## config.mk

```make
export PLATFORM = sky130hd
export DESIGN_NAME = moore_neighbor_majority_smoother
export DESIGN_NICKNAME = d
export VERILOG_FILES = /design/src/sv/mnms_pkg.sv /design/src/sv/mnms_ram.sv /design/src/sv/mnms_line_store.sv /design/src/sv/mnms_cell_rule.sv /design/src/sv/moore_neighbor_majority_smoother.sv
export SDC_FILE = /design/constraint.sdc
export NUM_CORES = 1
export LEC_CHECK = 0
export ABC_AREA = 1
export ABC_CLOCK_PERIOD_IN_PS = 6200
export BUFFER_PORTS_ARGS = -buffer_cell sky130_fd_sc_hd__buf_2
export CORE_MARGIN = 2
export CORE_UTILIZATION = 45
export CTS_CLUSTER_DIAMETER = 30
export DETAILED_ROUTE_END_ITERATION = 6
export GPL_TIMING_DRIVEN = 0
export PLACE_DENSITY = 0.63
export SLEW_MARGIN = 10
export SYNTH_ARGS = -nofsm -noshare
export SYNTH_HDL_FRONTEND = slang
export SYNTH_SLANG_ARGS = --single-unit
```

## constraint.sdc

```tcl
create_clock -name clk_i -period 6.2 [get_ports clk_i]
set_input_delay 0.93 -clock clk_i [delete_from_list [all_inputs] [get_ports clk_i]]
set_output_delay 0.93 -clock clk_i [all_outputs]
set_load 0.005 [all_outputs]
```

## src/sv/mnms_pkg.sv

```systemverilog
// Shared constants, register codes and types for the neighbor majority smoother.
package mnms_pkg;

  localparam int MAX_COLS = 128;
  localparam int MAX_ROWS = 128;

  localparam int COL_W   = $clog2(MAX_COLS);
  localparam int ROW_W   = $clog2(MAX_ROWS);
  localparam int IROW_W  = $clog2(MAX_ROWS + 2);
  localparam int SZC_W   = $clog2(MAX_COLS + 1);
  localparam int SZR_W   = $clog2(MAX_ROWS + 1);
  localparam int SIZE_W  = 8;
  localparam int LIM_W   = 4;
  localparam int POS_W   = 7;
  localparam int CFG_IDX_W  = 4;
  localparam int CFG_DATA_W = 8;
  localparam int WIN_W   = 9;
  localparam int LINE_W  = 2;

  localparam logic [SIZE_W-1:0] GRID_ROWS_RST = SIZE_W'(128);
  localparam logic [SIZE_W-1:0] GRID_COLS_RST = SIZE_W'(128);
  localparam logic [LIM_W-1:0]  CLEAR_MAX_RST = LIM_W'(3);
  localparam logic [LIM_W-1:0]  SET_MIN_RST   = LIM_W'(6);

  localparam logic [WIN_W-1:0] WIN_LEFT   = 9'h007;
  localparam logic [WIN_W-1:0] WIN_RIGHT  = 9'h1C0;
  localparam logic [WIN_W-1:0] WIN_TOP    = 9'h049;
  localparam logic [WIN_W-1:0] WIN_BOTTOM = 9'h124;

  typedef enum logic [CFG_IDX_W-1:0] {
    CFG_GRID_ROWS = 4'd0,
    CFG_GRID_COLS = 4'd1,
    CFG_CLEAR_MAX = 4'd2,
    CFG_SET_MIN   = 4'd3
  } cfg_idx_e;

  typedef struct packed {
    logic              we;
    logic [COL_W-1:0]  waddr;
    logic [LINE_W-1:0] wdata;
    logic [COL_W-1:0]  raddr;
  } line_req_t;

endpackage

```

## src/sv/mnms_ram.sv

```systemverilog
// Generic single-write, single-read RAM with a registered read port.
module mnms_ram #(
  parameter int Width = 8,
  parameter int Depth = 128
) (
  input  logic                     clk_i,
  input  logic                     we_i,
  input  logic [$clog2(Depth)-1:0] waddr_i,
  input  logic [Width-1:0]         wdata_i,
  input  logic [$clog2(Depth)-1:0] raddr_i,
  output logic [Width-1:0]         rdata_o
);

  logic [Width-1:0] mem_q [Depth];
  logic [Width-1:0] rdata_q;

  always_ff @(posedge clk_i) begin
    if (we_i) begin
      mem_q[waddr_i] <= wdata_i;
    end
    rdata_q <= mem_q[raddr_i];
  end

  assign rdata_o = rdata_q;

endmodule

```

## src/sv/mnms_line_store.sv

```systemverilog
// Two row buffers in one RAM, with per-column valid bits and write-to-read forwarding.
module mnms_line_store (
  input  logic                      clk_i,
  input  logic                      rst_ni,
  input  mnms_pkg::line_req_t       req_i,
  output logic [mnms_pkg::LINE_W-1:0] rd_o
);
  import mnms_pkg::*;

  logic [MAX_COLS-1:0] valid_q;
  logic                rd_vld_q;
  logic                fwd_q;
  logic [LINE_W-1:0]   fwd_data_q;
  logic [LINE_W-1:0]   ram_rdata;
  logic                hit;

  mnms_ram #(
    .Width(LINE_W),
    .Depth(MAX_COLS)
  ) u_ram (
    .clk_i   (clk_i),
    .we_i    (req_i.we),
    .waddr_i (req_i.waddr),
    .wdata_i (req_i.wdata),
    .raddr_i (req_i.raddr),
    .rdata_o (ram_rdata)
  );

  assign hit = req_i.we && (req_i.waddr == req_i.raddr);

  always_ff @(posedge clk_i or negedge rst_ni) begin
    if (!rst_ni) begin
      valid_q  <= '0;
      rd_vld_q <= 1'b0;
      fwd_q    <= 1'b0;
    end else begin
      if (req_i.we) begin
        valid_q[req_i.waddr] <= 1'b1;
      end
      rd_vld_q <= valid_q[req_i.raddr];
      fwd_q    <= hit;
    end
  end

  always_ff @(posedge clk_i) begin
    fwd_data_q <= req_i.wdata;
  end

  assign rd_o = fwd_q ? fwd_data_q : (rd_vld_q ? ram_rdata : '0);

endmodule

```

## src/sv/mnms_cell_rule.sv

```systemverilog
// Neighbor count over the masked 3x3 window and the clear, set or keep decision.
module mnms_cell_rule (
  input  logic [mnms_pkg::WIN_W-1:0] win_i,
  input  logic [mnms_pkg::LIM_W-1:0] clear_max_i,
  input  logic [mnms_pkg::LIM_W-1:0] set_min_i,
  output logic                       cell_o
);
  import mnms_pkg::*;

  logic [LIM_W-1:0] cnt;

  always_comb begin
    cnt = '0;
    for (int k = 0; k < WIN_W; k++) begin
      if (k != 4) begin
        cnt = cnt + LIM_W'(win_i[k]);
      end
    end
  end

  always_comb begin
    if (cnt <= clear_max_i) begin
      cell_o = 1'b0;
    end else if (cnt >= set_min_i) begin
      cell_o = 1'b1;
    end else begin
      cell_o = win_i[4];
    end
  end

endmodule

```

## src/sv/moore_neighbor_majority_smoother.sv

```systemverilog
// Top level of the streaming 3x3 majority smoother for binary grids.
// The grid enters one cell per request on the input channel in raster order.
// Each result carries the smoothed cell with its row and column and a flag on
// the last cell of the grid. Sizes and the two limits are set through the
// configuration channel, which is always ready; a write to a known register
// drops any grid in progress. A request is held in an input register and is
// processed from there into the output register, so a result shows on the
// output once the request that completes its neighborhood has passed both.
// A cell's result needs grid_cols + 1 later requests; after the last cell the
// host sends grid_cols + 1 flush requests to drain. One request is taken in
// every cycle; the single-port-read row RAM is read one column ahead.
// While the receiver stalls a full output register, processing stops and the
// input channel takes at most one more request. Reset clears the counters,
// the window, the row valid bits and both channel valid flags, and loads the
// register defaults of 128 rows, 128 columns and limits 3 and 6.
module moore_neighbor_majority_smoother (
  input  logic                               clk_i,
  input  logic                               rst_ni,
  input  logic                               cfg_valid_i,
  output logic                               cfg_ready_o,
  input  logic [mnms_pkg::CFG_IDX_W-1:0]     cfg_index_i,
  input  logic [mnms_pkg::CFG_DATA_W-1:0]    cfg_data_i,
  input  logic                               in_valid_i,
  output logic                               in_ready_o,
  input  logic                               cell_in_i,
  input  logic                               is_flush_i,
  output logic                               out_valid_o,
  input  logic                               out_ready_i,
  output logic                               cell_out_o,
  output logic [mnms_pkg::POS_W-1:0]         out_row_o,
  output logic [mnms_pkg::POS_W-1:0]         out_col_o,
  output logic                               grid_done_o
);
  import mnms_pkg::*;

  logic [SIZE_W-1:0] grid_rows_q, grid_cols_q;
  logic [LIM_W-1:0]  clear_max_q, set_min_q;
  logic [SZR_W-1:0]  rows_c;
  logic [SZC_W-1:0]  cols_c;

  logic              in_vld_q, in_vld_d;
  logic              cell_q, flush_q;
  logic              out_vld_q, out_vld_d;
  logic              cell_out_q;
  logic [POS_W-1:0]  out_row_q, out_col_q;
  logic              grid_done_q;

  logic [IROW_W-1:0] row_q, row_d;
  logic [COL_W-1:0]  col_q, col_d;
  logic [ROW_W-1:0]  orow_q, orow_d;
  logic [COL_W-1:0]  ocol_q, ocol_d;
  logic [WIN_W-1:0]  win_q, win_d;

  logic              cfg_we, cfg_hit;
  logic              out_free, proc, idle_flush, act, produce, done;
  logic              v, last_icol, last_ocol, last_orow;
  logic [LINE_W-1:0] line_rd;
  logic [2:0]        newcol;
  logic [WIN_W-1:0]  shifted, win_sel, win_m;
  logic              res;
  line_req_t         line_req;

  assign cfg_ready_o = 1'b1;
  assign cfg_we      = cfg_valid_i && cfg_ready_o;

  always_comb begin
    if (grid_rows_q == '0) begin
      rows_c = SZR_W'(1);
    end else if (int'(grid_rows_q) > MAX_ROWS) begin
      rows_c = SZR_W'(MAX_ROWS);
    end else begin
      rows_c = SZR_W'(grid_rows_q);
    end
    if (grid_cols_q == '0) begin
      cols_c = SZC_W'(1);
    end else if (int'(grid_cols_q) > MAX_COLS) begin
      cols_c = SZC_W'(MAX_COLS);
    end else begin
      cols_c = SZC_W'(grid_cols_q);
    end
  end

  always_comb begin
    cfg_hit = 1'b0;
    case (cfg_idx_e'(cfg_index_i))
      CFG_GRID_ROWS: cfg_hit = cfg_we;
      CFG_GRID_COLS: cfg_hit = cfg_we;
      CFG_CLEAR_MAX: cfg_hit = cfg_we;
      CFG_SET_MIN:   cfg_hit = cfg_we;
      default:       cfg_hit = 1'b0;
    endcase
  end

  always_ff @(posedge clk_i or negedge rst_ni) begin
    if (!rst_ni) begin
      grid_rows_q <= GRID_ROWS_RST;
      grid_cols_q <= GRID_COLS_RST;
      clear_max_q <= CLEAR_MAX_RST;
      set_min_q   <= SET_MIN_RST;
    end else if (cfg_we) begin
      case (cfg_idx_e'(cfg_index_i))
        CFG_GRID_ROWS: grid_rows_q <= cfg_data_i[SIZE_W-1:0];
        CFG_GRID_COLS: grid_cols_q <= cfg_data_i[SIZE_W-1:0];
        CFG_CLEAR_MAX: clear_max_q <= cfg_data_i[LIM_W-1:0];
        CFG_SET_MIN:   set_min_q   <= cfg_data_i[LIM_W-1:0];
        default: begin
        end
      endcase
    end
  end

  assign out_free   = !out_vld_q || out_ready_i;
  assign proc       = in_vld_q && out_free;
  assign in_ready_o = !in_vld_q || proc;

  assign idle_flush = flush_q && (row_q == '0) && (col_q == '0) &&
                      (orow_q == '0) && (ocol_q == '0);
  assign act        = proc && !idle_flush;

  assign v       = (flush_q || (row_q >= IROW_W'(rows_c))) ? 1'b0 : cell_q;
  assign newcol  = {v, line_rd[0], line_rd[1]};
  assign shifted = {newcol, win_q[WIN_W-1:3]};
  assign win_sel = (col_q == '0) ? {3'b000, win_q[WIN_W-1:3]} : shifted;

  assign produce = act && ((row_q > IROW_W'(1)) ||
                           ((row_q == IROW_W'(1)) && (col_q != '0)));

  assign last_icol = (SZC_W'(col_q) == (cols_c - SZC_W'(1)));
  assign last_ocol = (SZC_W'(ocol_q) == (cols_c - SZC_W'(1)));
  assign last_orow = (SZR_W'(orow_q) == (rows_c - SZR_W'(1)));
  assign done      = last_orow && last_ocol;

  always_comb begin
    win_m = win_sel;
    if (ocol_q == '0) begin
      win_m = win_m & ~WIN_LEFT;
    end
    if (last_ocol) begin
      win_m = win_m & ~WIN_RIGHT;
    end
    if (orow_q == '0) begin
      win_m = win_m & ~WIN_TOP;
    end
    if (last_orow) begin
      win_m = win_m & ~WIN_BOTTOM;
    end
  end

  mnms_cell_rule u_rule (
    .win_i       (win_m),
    .clear_max_i (clear_max_q),
    .set_min_i   (set_min_q),
    .cell_o      (res)
  );

  always_comb begin
    row_d  = row_q;
    col_d  = col_q;
    orow_d = orow_q;
    ocol_d = ocol_q;
    win_d  = win_q;
    if (cfg_hit) begin
      row_d  = '0;
      col_d  = '0;
      orow_d = '0;
      ocol_d = '0;
      win_d  = '0;
    end else if (act) begin
      win_d = shifted;
      if (produce && done) begin
        row_d  = '0;
        col_d  = '0;
        orow_d = '0;
        ocol_d = '0;
        win_d  = '0;
      end else begin
        if (produce) begin
          if (last_ocol) begin
            ocol_d = '0;
            orow_d = orow_q + ROW_W'(1);
          end else begin
            ocol_d = ocol_q + COL_W'(1);
          end
        end
        if (last_icol) begin
          col_d = '0;
          row_d = row_q + IROW_W'(1);
        end else begin
          col_d = col_q + COL_W'(1);
        end
      end
    end
  end

  always_comb begin
    line_req.we    = act;
    line_req.waddr = col_q;
    line_req.wdata = {line_rd[0], v};
    line_req.raddr = col_d;
  end

  mnms_line_store u_lines (
    .clk_i  (clk_i),
    .rst_ni (rst_ni),
    .req_i  (line_req),
    .rd_o   (line_rd)
  );

  always_comb begin
    in_vld_d = in_vld_q;
    if (in_valid_i && in_ready_o) begin
      in_vld_d = 1'b1;
    end else if (proc) begin
      in_vld_d = 1'b0;
    end
    out_vld_d = out_vld_q;
    if (produce) begin
      out_vld_d = 1'b1;
    end else if (out_ready_i) begin
      out_vld_d = 1'b0;
    end
  end

  always_ff @(posedge clk_i or negedge rst_ni) begin
    if (!rst_ni) begin
      in_vld_q  <= 1'b0;
      out_vld_q <= 1'b0;
      row_q     <= '0;
      col_q     <= '0;
      orow_q    <= '0;
      ocol_q    <= '0;
      win_q     <= '0;
    end else begin
      in_vld_q  <= in_vld_d;
      out_vld_q <= out_vld_d;
      row_q     <= row_d;
      col_q     <= col_d;
      orow_q    <= orow_d;
      ocol_q    <= ocol_d;
      win_q     <= win_d;
    end
  end

  always_ff @(posedge clk_i) begin
    if (in_valid_i && in_ready_o) begin
      cell_q  <= cell_in_i;
      flush_q <= is_flush_i;
    end
    if (produce) begin
      cell_out_q  <= res;
      out_row_q   <= POS_W'(orow_q);
      out_col_q   <= POS_W'(ocol_q);
      grid_done_q <= done;
    end
  end

  assign out_valid_o = out_vld_q;
  assign cell_out_o  = cell_out_q;
  assign out_row_o   = out_row_q;
  assign out_col_o   = out_col_q;
  assign grid_done_o = grid_done_q;

endmodule

```

==> flow_summary.yaml, run 1 <==
run_status:
  status: "completed"
clock_tree:
  htreeDepth: 3
  post-cts-setup-buffers: 0
  ctsHoldBuffers: 0
  cts_tree: "yes"
  cts_buffers: 108
  clockRootBuffer: "clkbuf_16"
  clk_path_buf_depth: 3
  cts.repair.resized: 0
  cts.sinks: 469
  cts.reportedPaths.clkPinSlew_ns: 0.05
  clock_latency_ns: 0.66
worst_setup_path:
  max_stage_delay_ns: 0.53
  crit_required_ns: 6.58
  path_max_fanout: 6
  crit_top_cell: "inv_1"
  path_class: "reg2reg"
  arrival_ns: 6.03
  critPathCaptureType: "register"
  start_kind: "register"
  critPathSlowestCell: "fa_1"
pwr:
  leakage_nw: 12.1
  peakVddDrop_uv: 270
  p_total_w: 0.0146
  power-per-cell-area_mw_per_mm2: 529
floorplanning:
  rows: 82
  die-area_sq_mm: 0.0525
  io_pins: 38
  fp.dieW_microns: 229
  start_util_pct: 45.5
  coreArea_sq_mm: 0.0501
  die_h_microns: 229
hold_path:
  hp-class: "in2async"
placement:
  hpwl_microns: 52100
  dpl_worst_slack_ns: 0.495
  gp_congestion: 0.941
  place_area_sq_mm: 0.0240
  port_buffers: 36
synthesis:
  ys_ff_latch: 469
  async_reset_ff_share_pct: 40.7
  synth_area_sq_mm: 0.0228
  synth.yosys.warnings: 0
  netlist_instances: 2500
  synth_seq_area_share_pct: 57.4
  ys.flop_type: "edfxtp_1"
  yosysUniqueCellTypes: 56
  synth_edf_count: 274
  avgSynthCellArea_sq_um: 9.12
  syn_nets: 2553
global_routing:
  first_global_vias: 19200
  grtUsageTotal_pct: 29.7
  antenna_found_initial: 0
  grt_overflow_total: 0
  grt_pass1_wl_microns: 116000
  grt_max_degree: 101
sta:
  drv_slew: 0
  finalSetupViolCount: 0
  skew_ns: 0.0368
  period_share_pct: 91.1
  setup_ws_ns: 0.549
  slew_headroom_pct: 17.9
  rsz0062_at_grt: "no"
  finalHoldViolations: 0
  fmax_mhz: 177
  tightest_slew_ns: 1.23
  period_minus_slack_ns: 5.65
drt:
  wl_microns: 77300
  post_drt_via_cell_ratio: 5.65
  routed_wire_length_per_instance_microns: 22.6
  num_vias: 19300
  route.detailed.drc: 0
  drtAntennaViolNets: 0
  first_pass_iters: 7
  drt_iter0_drc: 2340
layout:
  drive_gt1_share_pct: 11.9
  design_area_sq_mm: 0.0276
  fillCellCount: 4616
  fin_nets: 2705
  syn_to_final_growth_pct: 21.1
job:
  drv_cap: 0
==> critical path: cells and delay by family (launching register included) <==
kind                     cells  cell delay, ns
buffers and inverters        5            0.39
flip-flops                   1            0.45
AO/OA/AOI/OAI                6            0.99
XOR/XNOR                     1            0.20
adder cells (fa/ha/maj)      6            2.48
AND/OR/NAND/NOR              8            0.90
==> final timing paths <==
check / start / end / slack, ns / cells past startpoint
min in group clk_i: u_lines.valid_q[48] / u_lines.valid_q[48] / 0.45 / 2
worst min-delay path: rst_ni / grid_rows_q[1] / 0.28 / 1
worst max-delay path: grid_rows_q[2] / cell_out_o / 0.55 / 26
max in group asynchronous: rst_ni / u_lines.valid_q[95] / 4.89 / 2
worst max register to register: grid_rows_q[2] / cell_out_o / 0.55 / 26
worst min register to register: u_lines.valid_q[48] / u_lines.valid_q[48] / 0.45 / 2
==> metrics by stage <==
| step | cells | TNS, ns | util, % | hold slack, ns |
|---|---|---|---|---|
| after global routing | 3415 | 0 | 55.1 | 0.328 |
| after floorplan | 2500 | 0 | - | 0.427 |
| final | 3416 | 0 | 55.1 | 0.283 |
| after detailed placement | 3214 | 0 | 47.9 | 0.445 |
| after global placement | 3208 | -497.59 | 47.6 | 0.439 |
| after CTS | 3415 | 0 | 55.1 | 0.322 |
==> cell families (layout without fill, tap and decap cells) <==
| kind of cell | after synthesis | count (layout) | synth area share, % |
|---|---|---|---|
| AO/OA/AOI/OAI | 229 | 229 | 5.51 |
| XOR/XNOR | 15 | 15 | 0.576 |
| adder cells (fa/ha/maj) | 34 | 34 | 2.00 |
| buffers and inverters | 527 | 770 | 9.14 |
| flip-flops | 469 | 469 | 57.4 |
| other | 1 | 2 | 0.0164 |
| AND/OR/NAND/NOR | 1225 | 1225 | 25.3 |
==> cells in the final DEF (no fill, tap or decap), drive strengths merged, types with 5 or more instances in the layout <==
| cell type | count |
|---|---|
| bufinv | 9 |
| o21a | 6 |
| clkbuf | 230 |
| xor2 | 13 |
| ha | 30 |
| dfrtp | 185 |
| nor4 | 5 |
| o22ai | 6 |
| nand3b | 89 |
| nor2 | 192 |
| nand3 | 492 |
| edfxtp | 274 |
| inv | 391 |
| buf | 99 |
| a21oi | 18 |
| clkinv | 37 |
| nor3 | 15 |
| nand4 | 15 |
| or2 | 6 |
| o21ai | 179 |
| nand2 | 407 |
| dfstp | 6 |
==> area by class of cell <==
cell class	count	area [sq um]	area share (%)
Clock inverter	55	573	2.08
Buffer	141	634	2.30
Clock buffer	146	3040	11.0
Sequential cell	469	13100	47.4
Timing Repair Buffer	42	340	1.23
Tap cell	672	841	3.05
Multi-Input combinational cell	1504	7630	27.6
Inverter	386	1450	5.27
Antenna cell	1	2.50	0.00906
==> cell usage after synthesis, types with 4 or more instances <==
cell type	count	area share, %
a21oi_1	18	0.40
buf_1	4	0.066
buf_2	42	0.92
buf_4	8	0.26
clkbuf_1	84	1.4
clkinv_1	4	0.066
dfrtp_1	185	20
dfstp_2	6	0.69
dfxtp_1	4	0.35
edfxtp_1	274	36
fa_1	4	0.35
ha_1	30	1.6
inv_1	371	6.1
inv_2	11	0.18
nand2_1	393	6.5
nand2_2	12	0.33
nand3_1	490	11
nand3b_1	89	2.9
nand4_1	14	0.38
nor2_1	182	3.0
nor2_2	6	0.16
nor2_4	4	0.20
nor3_1	15	0.33
nor4_1	4	0.11
o21a_1	6	0.20
o21ai_0	167	3.7
o21ai_1	7	0.15
o21ai_2	4	0.15
o22ai_1	6	0.16
or2_2	5	0.14
xor2_1	13	0.50
==> registers in the layout, summed over array words and instances (netlist names), 2 cells and up <==
signal                 cells
u_lines.fwd_data_q         2
orow_q                     7
u_lines.u_ram.mem_q      256
set_min_q                  4
row_q                      8
win_q                      6
u_lines.valid_q          128
grid_rows_q                8
grid_cols_q                8
ocol_q                     7
clear_max_q                4
out_col_o                  7
u_lines.u_ram.rdata_o      2
col_q                      7
out_row_o                  7
==> power by group <==
part           internal [W]  switching (W)  total, W
registers           0.00375       0.000127   0.00388
clock network       0.00378        0.00178   0.00556
logic               0.00128        0.00390   0.00518
==> per-layer routing <==
| layer | GRT usage (%) | share of wire, % | vias up |
|---|---|---|---|
| li1 | - | - | 8648 |
| met1 | 38.0 | 39 | 9315 |
| met2 | 46.8 | 46 | 1071 |
| met3 | 7.03 | 9.8 | 258 |
| met4 | 15.9 | 5.4 | 0 |
| met5 | 0 | 0 | - |
Note: power is estimated with default switching activity, not from simulation.
==> run 2: changes to the inputs <==
--- a/config.mk
+++ b/config.mk
@@ -17,4 +17,5 @@
 export SLEW_MARGIN = 10
 export SYNTH_ARGS = -nofsm -noshare
 export SYNTH_HDL_FRONTEND = slang
+export SYNTH_HIERARCHICAL = 1
 export SYNTH_SLANG_ARGS = --single-unit
==> run 2 against run 1 <==
Power shrank 0.28%. Via count shrank 11%. Cell area shrank 3.7%. Critical path depth grew 5. Clock skew shrank 0.016 ns. Utilization grew 0.29 points. Synthesized cell count shrank 8.4%. Highest routed layer unchanged.
==> flow_summary.yaml, run 2 <==
synthesis:
  synth.area.top_cells: "edfxtp_1 38%, dfrtp_1 21%, nand2_1 11%"
  synth_edf_count: 274
  yosysMostFrequentCell: "nand2_1"
  synth.top_cell.area_share_pct: 37.5
  syn_nets: 2343
  avgSynthCellArea_sq_um: 9.58
  ys_ff_latch: 469
  yosysTopAreaCell: "edfxtp_1"
  synth.yosys.warnings: 6
  synth_area_sq_mm: 0.0219
  synth_seq_area_share_pct: 59.7
  yosysUniqueCellTypes: 44
  ys.flop_type: "edfxtp_1"
  netlist_instances: 2290
  async_reset_ff_share_pct: 40.7
  ys_top_cells_by_count: "656 x nand2_1, 417 x nand3_1, 274 x edfxtp_1"
hold_path:
  hp-class: "in2async"
layout:
  final_cell_mix: "655 x nand2_1, 417 x nand3_1, 274 x edfxtp_1"
  syn_to_final_growth_pct: 21.2
  largest_register_ffs: 256
  num_antenna_cells: 0
  largest-register: "u_lines/u_ram/mem_q"
  fin_nets: 2489
  largest_registers: "u_lines/u_ram/mem_q: 256 flops, u_lines/valid_q: 128 flops"
  fillCellCount: 4215
  multi_input_area_sq_mm: 0.00770
  design_area_sq_mm: 0.0266
  final_common_cell: "nand2_1"
  seq_area_sq_mm: 0.0131
  drive_gt1_share_pct: 12.6
clock_tree:
  post-cts-setup-buffers: 0
  cts_buffers: 104
  clock_latency_ns: 0.64
  cts.sinks: 469
  clk_path_buf_depth: 3
  cts.repair.resized: 0
  ctsHoldBuffers: 0
  clockRootBuffer: "clkbuf_16"
  cts_tree: "yes"
  cts.reportedPaths.clkPinSlew_ns: 0.05
  htreeDepth: 3
sta:
  tightest_slew_ns: 1.23
  period_share_pct: 87.5
  hold_ws_ns: 0.280
  skew_ns: 0.0208
  finalHoldViolations: 0
  finalSetupViolCount: 0
  slew_headroom_pct: 17.9
  rsz0062_at_grt: "no"
  finalSetupTns_ns: 0
  fmax_mhz: 184
  period_minus_slack_ns: 5.42
  drv_slew: 0
  setup_ws_ns: 0.777
pwr:
  leakage_nw: 11.1
  peakVddDrop_uv: 386
  power-per-cell-area_mw_per_mm2: 548
run_status:
  status: "completed"
worst_setup_path:
  path_class: "reg2reg"
  path_max_fanout: 10
  r2r_slack_ns: 0.78
  start_kind: "register"
  crit_top_cell: "nand2_1"
  critPathCaptureType: "register"
  max_stage_delay_ns: 0.50
  arrival_ns: 5.81
  critPathSlowestCell: "fa_1"
  crit_required_ns: 6.59
placement:
  port_buffers: 36
  gp_congestion: 0.901
  hpwl_microns: 40300
  place_area_sq_mm: 0.0230
  dpl_worst_slack_ns: 0.874
floorplanning:
  die-area_sq_mm: 0.0505
  coreArea_sq_mm: 0.0479
  start_util_pct: 45.7
  die_h_microns: 225
  io_pins: 38
  fp.dieW_microns: 225
  rows: 80
drt:
  wl_microns: 60300
  drtAntennaViolNets: 0
  post_drt_via_cell_ratio: 5.49
  num_vias: 17300
  routed_wire_length_per_instance_microns: 19.2
  first_pass_iters: 6
  route.detailed.drc: 0
  drt_iter0_drc: 1556
job:
  drv_cap: 0
global_routing:
  grtUsageTotal_pct: 24.3
  first_global_vias: 17100
  grt_pass1_wl_microns: 94800
  grt_overflow_total: 0
  antenna_found_initial: 0
  grt_max_degree: 107
==> run 2: cell count changes after synthesis, moves of 58 or more <==
cell | before | now
clkbuf_1 | 84 | 26
o21ai_0 | 167 | 42
o21bai_1 | 2 | 127
nand3_1 | 490 | 417
nand2_1 | 393 | 656
inv_1 | 371 | 137
nand3b_1 | 89 | 1
==> run 2: where the power goes <==
part | internal (W) | switching [W]
combinational | 0.00153 | 0.00342
clock | 0.00367 | 0.00179
sequential | 0.00390 | 0.000269
total | 0.00909 | 0.00548
==> run 2: area by class of cell <==
type	count	area share, %
multi-input cells	1577	29.0
well taps	615	2.90
repair buffers	40	1.08
flip-flops and latches	469	49.3
clock buffers	118	10.3
plain buffers	99	2.23
inverters	145	2.07
clock inverters	78	3.16
==> run 2: worst paths after layout <==
| path | end | start | depth (start not counted) |
|---|---|---|---|
| max in group asynchronous | u_lines/valid_q[112] | rst_ni | 2 |
| hold / removal | grid_rows_q[3] | rst_ni | 1 |
| min in group clk_i | u_lines/valid_q[78] | u_lines/valid_q[78] | 1 |
| setup reg to reg | cell_out_o | grid_cols_q[4] | 31 |
| setup / recovery | cell_out_o | grid_cols_q[4] | 31 |
| hold reg to reg | u_lines/valid_q[78] | u_lines/valid_q[78] | 1 |
==> run 2: through the flow <==
stage,instances,total power [W],util (%)
finish,3141,0.0146,55.4
global route,3141,0.0154,55.4
CTS,3141,0.0146,55.4
detailed placement,2945,0.00909,48.0
global placement,2941,0.00901,47.7
floorplan,2290,0.00740,-
==> run 2: critical path, delay by kind of cell, from the launching register on <==
| family | cells | cell delay (ns) |
|---|---|---|
| buf+inv | 5 | 0.27 |
| fa+ha+maj | 6 | 2.14 |
| compound gates | 1 | 0.30 |
| xor+xnor | 1 | 0.24 |
| simple gates | 18 | 1.74 |
| flops | 1 | 0.46 |
==> run 2: cell families (layout without fill, tap and decap cells) <==
| family | Yosys count | count (layout) | synth area share [%] |
|---|---|---|---|
| adder cells (fa/ha/maj) | 34 | 34 | 2.08 |
| AND/OR/NAND/NOR | 1302 | 1302 | 25.2 |
| other | 1 | 1 | 0.0171 |
| XOR/XNOR | 26 | 26 | 1.04 |
| flip-flops | 469 | 469 | 59.7 |
| buffers and inverters | 244 | 480 | 5.19 |
| AO/OA/AOI/OAI | 214 | 214 | 6.71 |
==> run 2: metal layers <==
metal	vias to the layer above	share of wire (%)	GRT usage (%)
li1	8084	-	-
met1	8357	41	32.1
met2	682	49	40.6
met3	133	7.1	4.28
met4	0	2.6	8.48
met5	-	0	0
==> run 3: changes to the inputs <==
--- a/config.mk
+++ b/config.mk
@@ -13,6 +13,7 @@
 export CTS_CLUSTER_DIAMETER = 30
 export DETAILED_ROUTE_END_ITERATION = 6
 export GPL_TIMING_DRIVEN = 0
+export MAX_ROUTING_LAYER = met4
 export PLACE_DENSITY = 0.63
 export SLEW_MARGIN = 10
 export SYNTH_ARGS = -nofsm -noshare
==> run 3 against run 2 <==
Wire length up 1.4%. Clock skew up 0.017 ns. Via count down 0.21%. Highest routed layer unchanged. Register-to-register slack better by 0.16 ns. Sequential share of layout area down 0.086 points. Critical path depth unchanged. Maximum frequency up 3.0%. Clock power up 3%. Largest cell class unchanged. Critical endpoint unchanged. Worst hold slack worse by 0.0073 ns.
==> flow_summary.yaml, run 3 (synthesized netlist as in run 2, its figures left out) <==
run_status:
  status: "completed"
pwr:
  peakVddDrop_uv: 324
  power_frac_comb_pct: 33.7
  clock_power_share_pct: 38.1
  power-per-cell-area_mw_per_mm2: 554
  p_int_w: 0.00929
  switching_share_pct: 37.0
  seqPwrFrac_pct: 28.2
  p_switching_w: 0.00546
  leakage_nw: 11.1
global_routing:
  first_global_vias: 17300
  grtUsageTotal_pct: 25.4
  antenna_found_initial: 0
  grt_overflow_total: 0
  grt_pass1_wl_microns: 95900
  grt_max_degree: 101
drt:
  num_vias: 17200
  first_pass_iters: 5
  drtAntennaViolNets: 0
  route.detailed.drc: 0
  wl_microns: 61200
  post_drt_via_cell_ratio: 5.49
  drt_iter0_drc: 1622
  routed_wire_length_per_instance_microns: 19.5
sta:
  rsz0062_at_grt: "no"
  hold_ws_ns: 0.273
  fmax_mhz: 190
  slew_headroom_pct: 21.5
  drv_slew: 0
  period_share_pct: 84.9
  finalSetupViolCount: 0
  period_minus_slack_ns: 5.27
  tightest_slew_ns: 1.18
  skew_ns: 0.0383
  finalHoldViolations: 0
floorplanning:
  fp.dieW_microns: 225
  coreArea_sq_mm: 0.0479
  die-area_sq_mm: 0.0505
  io_pins: 38
  die_h_microns: 225
  rows: 80
  start_util_pct: 45.7
placement:
  port_buffers: 36
  hpwl_microns: 40400
  gp_congestion: 0.910
  place_area_sq_mm: 0.0230
layout:
  design_area_sq_mm: 0.0266
  syn_to_final_growth_pct: 21.4
  num_antenna_cells: 0
  largest-register: "u_lines/u_ram/mem_q"
  final_common_cell: "nand2_1"
  fin_nets: 2487
  final_cell_mix: "655 x nand2_1, 417 x nand3_1, 274 x edfxtp_1"
  largest_register_ffs: 256
  drive_gt1_share_pct: 12.2
  fillCellCount: 4205
  largest_registers: "u_lines/u_ram/mem_q: 256 flops, u_lines/valid_q: 128 flops"
clock_tree:
  cts_tree: "yes"
  ctsHoldBuffers: 0
  clockRootBuffer: "clkbuf_16"
  post-cts-setup-buffers: 0
  cts.sinks: 469
  htreeDepth: 3
  cts.reportedPaths.clkPinSlew_ns: 0.05
  cts.repair.resized: 0
  cts_buffers: 102
  clock_latency_ns: 0.64
  clk_path_buf_depth: 3
worst_setup_path:
  crit_top_cell: "nand2_1"
  path_class: "reg2reg"
  timing.critical_path.buf_inv: 5
  path_delay_family: "adder cells"
  critPathSlowestCell: "fa_1"
  start_kind: "register"
  critPathCaptureType: "register"
  path_max_fanout: 10
  crit_required_ns: 6.60
  arrival_ns: 5.66
  max_stage_delay_ns: 0.50
job:
  drv_cap: 0
hold_path:
  hp-class: "in2async"
run 3: cell count changes in the layout (fill, tap and decap cells not counted), moves of 4 or more:
cell	previous run	this run
bufinv_16	12	19
clkbuf_1	34	47
clkbuf_16	106	102
clkinv_1	19	13
clkinv_2	15	11
clkinv_4	8	3
inv_6	7	2
run 3: metrics by stage:
stage          std cells  utilization (%)  setup TNS, ns  power, W  setup WS (ns)
2_1_floorplan       2290                -              0   0.00740           1.44
3_3_place_gp        2941             47.7         -0.721   0.00901         -0.721
3_5_place_dp        2945             48.0              0   0.00910          0.937
4_1_cts             3138             55.5              0    0.0148          0.917
5_1_grt             3138             55.5              0    0.0155          0.519
6_report            3138             55.5              0    0.0148          0.933
run 3: final timing paths:
| check | startpoint | to | slack, ns | cells past startpoint |
|---|---|---|---|---|
| worst max-delay path | grid_cols_q[4] | cell_out_o | 0.93 | 31 |
| worst min-delay path | rst_ni | grid_rows_q[1] | 0.27 | 1 |
| worst max register to register | grid_cols_q[4] | cell_out_o | 0.93 | 31 |
| worst min register to register | orow_q[5] | out_row_o[5] | 0.47 | 0 |
| max in group asynchronous | rst_ni | u_lines/valid_q[34] | 4.94 | 2 |
| min in group clk_i | cell_in_i | cell_q | 0.46 | 1 |
run 3: routing by layer:
| metal | global-route usage (%) | up-vias | part of all wire, % |
|---|---|---|---|
| met5 | - | - | 0 |
| met4 | 9.16 | 0 | 3.0 |
| met3 | 4.38 | 131 | 6.2 |
| met2 | 40.8 | 596 | 48 |
| met1 | 32.5 | 8401 | 42 |
| li1 | - | 8091 | - |
run 3: area by class of cell:
type / instances / area, sq um / share of cell area [%]
Tap cell: 615 / 769 / 2.89
Buffer: 99 / 592 / 2.22
Sequential cell: 469 / 13100 / 49.2
Timing Repair Buffer: 40 / 288 / 1.08
Clock buffer: 128 / 2700 / 10.1
Inverter: 145 / 549 / 2.06
Multi-Input combinational cell: 1577 / 7700 / 28.9
Clock inverter: 65 / 925 / 3.47
run 3: power groups by stage:
stage | Combinational (W) | Sequential (W) | Clock (W)
6_report | 0.00497 | 0.00416 | 0.00562
5_1_grt | 0.00547 | 0.00420 | 0.00585
2_1_floorplan | 0.00324 | 0.00416 | 0
3_5_place_dp | 0.00490 | 0.00420 | 0
3_3_place_gp | 0.00474 | 0.00427 | 0
4_1_cts | 0.00493 | 0.00416 | 0.00569
